==> src/hw/rtl/btfs_pkg.sv <==
// ----------------------------------------------------------------------------
// Balanced three factor split: package
// Widths, types and the command and status groups shared by the modules.
// ----------------------------------------------------------------------------
`default_nettype none

package btfs_pkg;

   localparam int COUNT_WIDTH = 16;
   localparam int FIELD_WIDTH = 16;
   localparam int STEP_BITS   = $clog2(COUNT_WIDTH);

   typedef logic [COUNT_WIDTH-1:0]   cnt_type;
   typedef logic [2*COUNT_WIDTH-1:0] square_type;
   typedef logic [FIELD_WIDTH-1:0]   field_type;
   typedef logic [STEP_BITS-1:0]     step_type;

   typedef enum logic [2:0] {
      ST_IDLE,
      ST_A_START,
      ST_A_WAIT,
      ST_B_START,
      ST_B_WAIT,
      ST_FINISH
   } state_type;

   // Commands from the controller to the datapath.
   typedef struct packed {
      logic load;
      logic div_start;
      logic div_sel_b;
      logic rem_take;
      logic a_next;
      logic b_init;
      logic b_next;
      logic cand_take;
      logic emit;
   } cmd_type;

   // Status from the datapath to the controller.
   typedef struct packed {
      logic div_done;
      logic div_exact;
      logic a_stop;
      logic b_stop;
      logic out_free;
   } status_type;

endpackage

`default_nettype wire

==> src/hw/rtl/btfs_req_if.sv <==
// ----------------------------------------------------------------------------
// Balanced three factor split: request channel
// Valid/ready channel carrying one count per item.
// ----------------------------------------------------------------------------
`default_nettype none

interface btfs_req_if;
   logic                valid;
   logic                ready;
   btfs_pkg::field_type count;

   modport source (output valid, output count, input ready);
   modport sink   (input valid, input count, output ready);
endinterface

`default_nettype wire

==> src/hw/rtl/btfs_rsp_if.sv <==
// ----------------------------------------------------------------------------
// Balanced three factor split: response channel
// Valid/ready channel carrying one factor triple per item.
// ----------------------------------------------------------------------------
`default_nettype none

interface btfs_rsp_if;
   logic                valid;
   logic                ready;
   btfs_pkg::field_type factor_large;
   btfs_pkg::field_type factor_middle;
   btfs_pkg::field_type factor_small;

   modport source (output valid, output factor_large, output factor_middle,
                   output factor_small, input ready);
   modport sink   (input valid, input factor_large, input factor_middle,
                   input factor_small, output ready);
endinterface

`default_nettype wire

==> src/hw/rtl/btfs_divider.sv <==
// ----------------------------------------------------------------------------
// Balanced three factor split: divider
// Restoring divider producing one quotient bit per cycle.
// ----------------------------------------------------------------------------
`default_nettype none

module btfs_divider (
   input  logic              clock,
   input  logic              reset,
   input  logic              start,
   input  btfs_pkg::cnt_type dividend,
   input  btfs_pkg::cnt_type divisor,
   output logic              done,
   output btfs_pkg::cnt_type quotient,
   output btfs_pkg::cnt_type remainder
);

   logic                busy_ff, busy_in;
   logic                done_ff, done_in;
   btfs_pkg::step_type  step_ff, step_in;
   btfs_pkg::cnt_type   quo_ff, quo_in;
   btfs_pkg::cnt_type   rem_ff, rem_in;
   btfs_pkg::cnt_type   dvs_ff, dvs_in;

   logic [btfs_pkg::COUNT_WIDTH:0]   shifted;
   logic [btfs_pkg::COUNT_WIDTH+1:0] trial;
   logic                             fits;

   always_comb begin
      shifted = {rem_ff, quo_ff[btfs_pkg::COUNT_WIDTH-1]};
      trial   = {1'b0, shifted} - {2'b00, dvs_ff};
      fits    = ~trial[btfs_pkg::COUNT_WIDTH+1];

      busy_in = busy_ff;
      done_in = 1'b0;
      step_in = step_ff;
      quo_in  = quo_ff;
      rem_in  = rem_ff;
      dvs_in  = dvs_ff;

      if (start) begin
         busy_in = 1'b1;
         step_in = btfs_pkg::step_type'(btfs_pkg::COUNT_WIDTH - 1);
         quo_in  = dividend;
         rem_in  = '0;
         dvs_in  = divisor;
      end else if (busy_ff) begin
         quo_in = {quo_ff[btfs_pkg::COUNT_WIDTH-2:0], fits};
         rem_in = fits ? trial[btfs_pkg::COUNT_WIDTH-1:0]
                       : shifted[btfs_pkg::COUNT_WIDTH-1:0];
         if (step_ff == '0) begin
            busy_in = 1'b0;
            done_in = 1'b1;
         end else begin
            step_in = step_ff - 1'b1;
         end
      end
   end

   always_ff @(posedge clock) begin
      if (reset) begin
         busy_ff <= 1'b0;
         done_ff <= 1'b0;
      end else begin
         busy_ff <= busy_in;
         done_ff <= done_in;
      end
      step_ff <= step_in;
      quo_ff  <= quo_in;
      rem_ff  <= rem_in;
      dvs_ff  <= dvs_in;
   end

   assign done      = done_ff;
   assign quotient  = quo_ff;
   assign remainder = rem_ff;

endmodule

`default_nettype wire

==> src/hw/rtl/btfs_datapath.sv <==
// ----------------------------------------------------------------------------
// Balanced three factor split: datapath
// Search registers, shared divider, best-triple tracking and output register.
// ----------------------------------------------------------------------------
`default_nettype none

module btfs_datapath (
   input  logic                 clock,
   input  logic                 reset,
   input  btfs_pkg::field_type  count,
   input  btfs_pkg::cmd_type    cmd,
   output btfs_pkg::status_type status,
   input  logic                 rsp_ready,
   output logic                 rsp_valid,
   output btfs_pkg::field_type  rsp_large,
   output btfs_pkg::field_type  rsp_middle,
   output btfs_pkg::field_type  rsp_small
);

   btfs_pkg::cnt_type    n_ff, n_in;
   btfs_pkg::cnt_type    a_ff, a_in;
   btfs_pkg::square_type a_sq_ff, a_sq_in;
   btfs_pkg::cnt_type    b_ff, b_in;
   btfs_pkg::cnt_type    rem_ff, rem_in;
   btfs_pkg::cnt_type    gap_ff, gap_in;
   btfs_pkg::cnt_type    best_large_ff, best_large_in;
   btfs_pkg::cnt_type    best_mid_ff, best_mid_in;
   btfs_pkg::cnt_type    best_small_ff, best_small_in;
   logic                 have_ff, have_in;
   logic                 out_valid_ff, out_valid_in;
   btfs_pkg::field_type  out_large_ff, out_large_in;
   btfs_pkg::field_type  out_mid_ff, out_mid_in;
   btfs_pkg::field_type  out_small_ff, out_small_in;

   btfs_pkg::cnt_type    div_dividend;
   btfs_pkg::cnt_type    div_divisor;
   logic                 div_done;
   btfs_pkg::cnt_type    div_quotient;
   btfs_pkg::cnt_type    div_remainder;
   btfs_pkg::cnt_type    cand_gap;
   logic                 cand_better;

   assign div_dividend = cmd.div_sel_b ? rem_ff : n_ff;
   assign div_divisor  = cmd.div_sel_b ? b_ff : a_ff;

   btfs_divider u_divider (
      .clock     (clock),
      .reset     (reset),
      .start     (cmd.div_start),
      .dividend  (div_dividend),
      .divisor   (div_divisor),
      .done      (div_done),
      .quotient  (div_quotient),
      .remainder (div_remainder)
   );

   // With a <= b <= c the gap of a candidate is simply c - a.
   assign cand_gap    = div_quotient - a_ff;
   assign cand_better = ~have_ff || (cand_gap < gap_ff);

   always_comb begin
      status.div_done  = div_done;
      status.div_exact = (div_remainder == '0);
      status.a_stop    = (a_sq_ff > btfs_pkg::square_type'(div_quotient));
      status.b_stop    = (div_quotient < b_ff);
      status.out_free  = ~out_valid_ff || rsp_ready;
   end

   always_comb begin
      n_in          = n_ff;
      a_in          = a_ff;
      a_sq_in       = a_sq_ff;
      b_in          = b_ff;
      rem_in        = rem_ff;
      gap_in        = gap_ff;
      best_large_in = best_large_ff;
      best_mid_in   = best_mid_ff;
      best_small_in = best_small_ff;
      have_in       = have_ff;
      out_valid_in  = out_valid_ff;
      out_large_in  = out_large_ff;
      out_mid_in    = out_mid_ff;
      out_small_in  = out_small_ff;

      if (cmd.load) begin
         n_in          = btfs_pkg::cnt_type'(count);
         a_in          = btfs_pkg::cnt_type'(1);
         a_sq_in       = btfs_pkg::square_type'(1);
         have_in       = 1'b0;
         best_large_in = btfs_pkg::cnt_type'(1);
         best_mid_in   = btfs_pkg::cnt_type'(1);
         best_small_in = '0;
      end
      if (cmd.rem_take) begin
         rem_in = div_quotient;
      end
      if (cmd.a_next) begin
         // (a + 1)^2 = a^2 + 2a + 1
         a_in    = a_ff + 1'b1;
         a_sq_in = a_sq_ff + btfs_pkg::square_type'({a_ff, 1'b0})
                   + btfs_pkg::square_type'(1);
      end
      if (cmd.b_init) begin
         b_in = a_ff;
      end
      if (cmd.b_next) begin
         b_in = b_ff + 1'b1;
      end
      if (cmd.cand_take && cand_better) begin
         have_in       = 1'b1;
         gap_in        = cand_gap;
         best_large_in = div_quotient;
         best_mid_in   = b_ff;
         best_small_in = a_ff;
      end

      if (cmd.emit) begin
         out_valid_in = 1'b1;
         out_large_in = btfs_pkg::field_type'(best_large_ff);
         out_mid_in   = btfs_pkg::field_type'(best_mid_ff);
         out_small_in = btfs_pkg::field_type'(best_small_ff);
      end else if (rsp_ready) begin
         out_valid_in = 1'b0;
      end
   end

   always_ff @(posedge clock) begin
      if (reset) begin
         have_ff      <= 1'b0;
         out_valid_ff <= 1'b0;
      end else begin
         have_ff      <= have_in;
         out_valid_ff <= out_valid_in;
      end
      n_ff          <= n_in;
      a_ff          <= a_in;
      a_sq_ff       <= a_sq_in;
      b_ff          <= b_in;
      rem_ff        <= rem_in;
      gap_ff        <= gap_in;
      best_large_ff <= best_large_in;
      best_mid_ff   <= best_mid_in;
      best_small_ff <= best_small_in;
      out_large_ff  <= out_large_in;
      out_mid_ff    <= out_mid_in;
      out_small_ff  <= out_small_in;
   end

   assign rsp_valid  = out_valid_ff;
   assign rsp_large  = out_large_ff;
   assign rsp_middle = out_mid_ff;
   assign rsp_small  = out_small_ff;

endmodule

`default_nettype wire

==> src/hw/rtl/btfs_ctrl.sv <==
// ----------------------------------------------------------------------------
// Balanced three factor split: controller
// Sequences the outer and inner divisor loops over the shared divider.
// ----------------------------------------------------------------------------
`default_nettype none

module btfs_ctrl (
   input  logic                 clock,
   input  logic                 reset,
   input  logic                 req_valid,
   input  btfs_pkg::status_type status,
   output logic                 req_ready,
   output btfs_pkg::cmd_type    cmd
);

   btfs_pkg::state_type state_ff, state_in;

   always_ff @(posedge clock) begin
      if (reset) begin
         state_ff <= btfs_pkg::ST_IDLE;
      end else begin
         state_ff <= state_in;
      end
   end

   always_comb begin
      state_in  = state_ff;
      cmd       = '0;
      req_ready = 1'b0;

      unique case (state_ff)
         btfs_pkg::ST_IDLE: begin
            req_ready = 1'b1;
            if (req_valid) begin
               cmd.load = 1'b1;
               state_in = btfs_pkg::ST_A_START;
            end
         end
         btfs_pkg::ST_A_START: begin
            cmd.div_start = 1'b1;
            state_in      = btfs_pkg::ST_A_WAIT;
         end
         btfs_pkg::ST_A_WAIT: begin
            if (status.div_done) begin
               priority if (status.a_stop) begin
                  state_in = btfs_pkg::ST_FINISH;
               end else if (!status.div_exact) begin
                  cmd.a_next = 1'b1;
                  state_in   = btfs_pkg::ST_A_START;
               end else begin
                  cmd.rem_take = 1'b1;
                  cmd.b_init   = 1'b1;
                  state_in     = btfs_pkg::ST_B_START;
               end
            end
         end
         btfs_pkg::ST_B_START: begin
            cmd.div_start = 1'b1;
            cmd.div_sel_b = 1'b1;
            state_in      = btfs_pkg::ST_B_WAIT;
         end
         btfs_pkg::ST_B_WAIT: begin
            if (status.div_done) begin
               if (status.b_stop) begin
                  cmd.a_next = 1'b1;
                  state_in   = btfs_pkg::ST_A_START;
               end else begin
                  cmd.cand_take = status.div_exact;
                  cmd.b_next    = 1'b1;
                  state_in      = btfs_pkg::ST_B_START;
               end
            end
         end
         btfs_pkg::ST_FINISH: begin
            if (status.out_free) begin
               cmd.emit = 1'b1;
               state_in = btfs_pkg::ST_IDLE;
            end
         end
         default: begin
            state_in = btfs_pkg::ST_IDLE;
         end
      endcase
   end

endmodule

`default_nettype wire

==> src/hw/rtl/balanced_three_factor_split_top.sv <==
// Trials: one per outer factor a up to the cube root, plus one per inner factor b up to
// sqrt(count / a) for each a that divides the count; at 16 bits this stays under 2,500.
// One item at a time: a new count is taken only once the last result has moved to the
// output register. Reset: synchronous, active high; clears the controller, divider and
// output valid.
// ----------------------------------------------------------------------------
// Balanced three factor split: top level
// Splits a count into the three factors with the smallest spread.
// ----------------------------------------------------------------------------
`default_nettype none

// The search visits each factor triple once, as a <= b <= c, with a rising
// from one while a^3 does not exceed the count and, for each a dividing the
// count, b rising from a while b^2 does not exceed count / a. Every multiset
// of factors is therefore met first in its sorted form and in the same order
// as in an exhaustive scan, so ties still go to the earliest triple.
//
// A single restoring divider, one quotient bit per cycle, serves both
// loops. Its quotient also decides loop exit: the outer loop stops when
// a^2 exceeds count / a (kept as a running square, no multiplier) and the
// inner loop stops when count / (a * b) falls below b.
//
// A count of zero finds no triple and returns (1, 1, 0). The result sits in
// an output register, so a new item can be taken while the last result
// still waits for the consumer.

module balanced_three_factor_split_top (
   input  logic       clock,
   input  logic       reset,
   btfs_req_if.sink   req_ch,
   btfs_rsp_if.source rsp_ch
);

   btfs_pkg::cmd_type    cmd;
   btfs_pkg::status_type status;
   logic                 ready;

   // Sequencer for the two nested loops.
   btfs_ctrl u_ctrl (
      .clock     (clock),
      .reset     (reset),
      .req_valid (req_ch.valid),
      .status    (status),
      .req_ready (ready),
      .cmd       (cmd)
   );

   // Divider, loop registers, best triple and the output register.
   btfs_datapath u_datapath (
      .clock      (clock),
      .reset      (reset),
      .count      (req_ch.count),
      .cmd        (cmd),
      .status     (status),
      .rsp_ready  (rsp_ch.ready),
      .rsp_valid  (rsp_ch.valid),
      .rsp_large  (rsp_ch.factor_large),
      .rsp_middle (rsp_ch.factor_middle),
      .rsp_small  (rsp_ch.factor_small)
   );

   assign req_ch.ready = ready;

endmodule

`default_nettype wire

==> src/flat_wrapper.sv <==
// flat-port wrapper written by rule: the top's interface ports become plain ports
module balanced_three_factor_split_top_flat 
  (clock, reset, req_ch_valid, req_ch_count, req_ch_ready, rsp_ch_valid, rsp_ch_factor_large, rsp_ch_factor_middle, rsp_ch_factor_small, rsp_ch_ready);
  btfs_req_if req_ch_i ();
  btfs_rsp_if rsp_ch_i ();
  input  logic clock;
  input  logic reset;
  input wire logic [$bits(req_ch_i.valid)-1:0] req_ch_valid;
  input wire logic [$bits(req_ch_i.count)-1:0] req_ch_count;
  output wire logic [$bits(req_ch_i.ready)-1:0] req_ch_ready;
  output wire logic [$bits(rsp_ch_i.valid)-1:0] rsp_ch_valid;
  output wire logic [$bits(rsp_ch_i.factor_large)-1:0] rsp_ch_factor_large;
  output wire logic [$bits(rsp_ch_i.factor_middle)-1:0] rsp_ch_factor_middle;
  output wire logic [$bits(rsp_ch_i.factor_small)-1:0] rsp_ch_factor_small;
  input wire logic [$bits(rsp_ch_i.ready)-1:0] rsp_ch_ready;
  assign req_ch_i.valid = req_ch_valid;
  assign req_ch_i.count = req_ch_count;
  assign req_ch_ready = req_ch_i.ready;
  assign rsp_ch_valid = rsp_ch_i.valid;
  assign rsp_ch_factor_large = rsp_ch_i.factor_large;
  assign rsp_ch_factor_middle = rsp_ch_i.factor_middle;
  assign rsp_ch_factor_small = rsp_ch_i.factor_small;
  assign rsp_ch_i.ready = rsp_ch_ready;
  balanced_three_factor_split_top u_core (.clock(clock), .reset(reset), .req_ch(req_ch_i), .rsp_ch(rsp_ch_i));
endmodule
==> config.mk <==
export PLATFORM = sky130hd
export DESIGN_NAME = balanced_three_factor_split_top_flat
export DESIGN_NICKNAME = d
export VERILOG_FILES = /design/src/hw/rtl/btfs_pkg.sv /design/src/hw/rtl/btfs_req_if.sv /design/src/hw/rtl/btfs_rsp_if.sv /design/src/hw/rtl/btfs_divider.sv /design/src/hw/rtl/btfs_datapath.sv /design/src/hw/rtl/btfs_ctrl.sv /design/src/hw/rtl/balanced_three_factor_split_top.sv /design/src/flat_wrapper.sv
export SDC_FILE = /design/constraint.sdc
export NUM_CORES = 1
export LEC_CHECK = 0
export BUFFER_PORTS_ARGS = -buffer_cell sky130_fd_sc_hd__buf_2
export CORE_AREA = 5 5 176 178
export DETAILED_ROUTE_END_ITERATION = 8
export DIE_AREA = 0 0 181 183
export PLACE_DENSITY = 0.65
export SLEW_MARGIN = 20
export SYNTH_ARGS = -nofsm -noshare
export SYNTH_HDL_FRONTEND = slang
export SYNTH_SLANG_ARGS = --single-unit
==> constraint.sdc <==
create_clock -name clock -period 7 [get_ports clock]
set_input_delay 0.7 -clock clock [delete_from_list [all_inputs] [get_ports clock]]
set_output_delay 0.7 -clock clock [all_outputs]
set_load 0.05 [all_outputs]
==> impl_metrics.yaml <==
logic_synthesis:
  synthArstFlopShare_pct: 0
  yosysWarnings: 0
  syn_area_um2: 14000
  synth_edf_count: 240
  avgSynthCellArea_um2: 11.3
  ys_seq_elements: 267
  ys_seq_area_share_pct: 55.3
  synth.distinct_cells: 69
  syn_nets: 1360
  syn_inst: 1241
  synth_top_flop_cell: "edfxtp_1"
cts:
  cts_root_buf: "clkbuf_16"
  cts.sinks: 267
  cts_tree: "built"
  path_clk_slew_ns: 0.06
  clk_latency_ns: 0.56
  clk_path_buf_depth: 3
  hold_buffers: 0
  cts.repair.resized: 0
  cts_buffers: 29
  cts_htree_levels: 1
  cts_setup_buffers: 0
global_routing:
  grt.total_usage_pct: 19.1
  grt-ovfl-total: 0
  grt_pass1_wl_um: 51100
  grt_pass1_vias: 9441
  grt_max_degree: 65
  antenna_found_initial: 0
floorplanning:
  core-area_um2: 29200
  boundaryPins: 70
  die_area_um2: 33100
  rows: 63
  die_y_um: 183
  chipWidth_um: 181
  start_util_pct: 47.9
drt:
  drc: 0
  drt-total-wl_um: 32000
  vias: 9615
  drtAntennaViolNets: 0
  first_pass_iters: 5
  drt-initial-drc-count: 589
  post_drt_wl_per_cell_um: 18.5
  via_per_inst: 5.55
setup_path:
  crit_path_max_fanout: 48
  crit_arrival_ns: 5.01
  crit_type: "register to register"
  r2r-end: "u_core.u_datapath.best_large_ff[2]"
  worstSetupStartpointType: "register"
  reg2reg_from: "u_core.u_datapath.a_ff[0]"
  end_kind: "register"
  required_ns: 7.19
  rrSetupSlack_ns: 2.18
  ff2ff_path_depth: 15
pwr:
  p_total_mw: 4.46
  swShare_pct: 28.4
  power_density_nw_per_um2: 283
  ir_worst_vdd_uv: 168
  p_leak_nw: 6.20
  p_seq_share_pct: 44.8
  p_switching_mw: 1.26
  combPwrFrac_pct: 19.9
  p_int_mw: 3.19
  power.clock.fraction_pct: 35.3
final_layout:
  largest_reg_flops: 32
  num_antenna_cells: 0
  regArea_um2: 7750
  layout_commonest_cell: "edfxtp_1"
  nets: 1438
  final_cell_mix: "edfxtp_1, inv_1, nand2_1"
  syn2layout_area_growth_pct: 12.5
  num-fill-cells: 2545
  multi_input_area_um2: 5760
  regMostFlops: "u_core.u_datapath.a_sq_ff"
  drive_gt1_share_pct: 10.6
timing:
  fin_tns_setup_ns: 0
  period_minus_slack_ns: 4.82
  hold_viol: 0
  finalSetupViolations: 0
  relSlewSlack_pct: 34.9
  fin_crit_sh_pct: 68.9
  worst_slew_pin_slew_ns: 0.974
  skew_ns: 0.0137
  rsz0062_at_grt: "no"
  maxSlewViolCount: 0
  fmax_mhz: 207
hold_path:
  min_to: "u_core.u_datapath.n_ff[0]"
  hp-class: "input port to register"
  hold_depth: 1
  min_from: "req_ch_count[0]"
run_status:
  status: "completed"
placement:
  port_buffers: 69
  gp_congestion: 0.894
  hpwlAfterDp_um: 23300
job:
  cap_violations: 0
## logic make-up after synthesis
family | count (synthesis) | share of synthesized area (%)
buffers and inverters | 130 | 3.82
xor gates and xnor gates | 71 | 4.44
DFF | 267 | 55.3
adders and majority gates | 99 | 9.00
and+or+nand+nor | 385 | 13.5
muxes | 25 | 1.80
AOI/OAI and AO/OA | 264 | 12.2
## metrics by stage
step / hold WS (ns) / util, % / instance area, um2 / worst slack (ns) / cells
finish: 0.318 / 53.9 / 15800 / 2.18 / 1732
global route: 0.298 / 53.9 / 15800 / 1.83 / 1732
CTS: 0.297 / 53.9 / 15800 / 1.86 / 1732
floorplan: 0.400 / - / 14000 / 1.92 / 1241
detailed placement: 0.405 / 50.5 / 14800 / 1.86 / 1678
global placement: 0.403 / 50.5 / 14800 / 2.08 / 1678
## worst max path at each step
stage,start,slack (ns),cells past startpoint,to
floorplan,u_core.u_datapath.a_ff[2],1.92,16,u_core.u_datapath.best_large_ff[0]
global placement,u_core.u_datapath.a_ff[2],2.08,15,u_core.u_datapath.best_large_ff[14]
detailed placement,u_core.u_datapath.a_ff[0],1.86,15,u_core.u_datapath.best_large_ff[14]
CTS,u_core.u_datapath.a_ff[0],1.86,15,u_core.u_datapath.best_mid_ff[2]
global route,u_core.u_datapath.a_ff[2],1.83,16,u_core.u_datapath.best_small_ff[0]
finish,u_core.u_datapath.a_ff[0],2.18,15,u_core.u_datapath.best_large_ff[2]
## power by group through the flow
stage | clock network, mW | registers [mW] | logic, mW
4_1_cts | 1.60 | 2.00 | 0.885
2_1_floorplan | 0 | 1.97 | 0.693
6_report | 1.57 | 2.00 | 0.886
5_1_grt | 1.67 | 2.01 | 1.01
3_5_place_dp | 0 | 2.03 | 0.876
3_3_place_gp | 0 | 2.03 | 0.858
## worst max-delay path: stages, from the launching register on
cell and delay [ns]:
edfxtp_1 0.55, ha_1 0.27, fa_1 0.23, nor2b_1 0.05, o21ai_0 0.23, a21boi_0 0.20, o21a_1 0.24, a221o_1 0.37
o311ai_0 0.53, ha_1 0.34, nor2b_1 0.13, o21ai_0 0.13, nand2b_1 0.09, a211o_4 0.35, a31oi_4 0.16, or2_4 0.56
## synthesized netlist by cell type (all sizes together) (9+ instances only)
| master | n | share of area, % |
|---|---|---|
| nand2 | 100 | 2.7 |
| mux2i | 23 | 1.6 |
| inv | 99 | 2.7 |
| buf | 11 | 0.63 |
| and3 | 12 | 0.57 |
| nand3 | 33 | 1.2 |
| clkbuf | 20 | 0.54 |
| nor2 | 89 | 2.4 |
| nor2b | 16 | 0.71 |
| o21a | 14 | 0.75 |
| xor2 | 29 | 1.8 |
| edfxtp | 240 | 51 |
| ha | 96 | 8.6 |
| nor4 | 13 | 0.58 |
| o211ai | 9 | 0.48 |
| a21o | 12 | 0.64 |
| and2 | 49 | 2.2 |
| xnor2 | 42 | 2.6 |
| nand2b | 15 | 0.67 |
| a21oi | 66 | 2.4 |
| nor3 | 24 | 0.86 |
| o21ai | 88 | 3.2 |
| a31oi | 12 | 0.75 |
| dfxtp | 27 | 3.9 |
| nand4 | 13 | 0.58 |
## layer usage
metal	vias to the layer above	track usage, %	wire [um]
met5	-	0	0
met4	0	5.55	1020
met3	46	2.14	1210
met2	208	33.4	15600
met1	4662	25.4	14200
li1	4699	-	-
## area by class of cell
cell class | count | share of cell area (%)
clock buffers | 44 | 5.21
flip-flops and latches | 267 | 49.1
multi-input cells | 844 | 36.5
inverters | 99 | 2.36
clock inverters | 10 | 1.06
well taps | 390 | 3.09
repair buffers | 78 | 2.62
No activity file was read; power rests on OpenSTA's default activity.
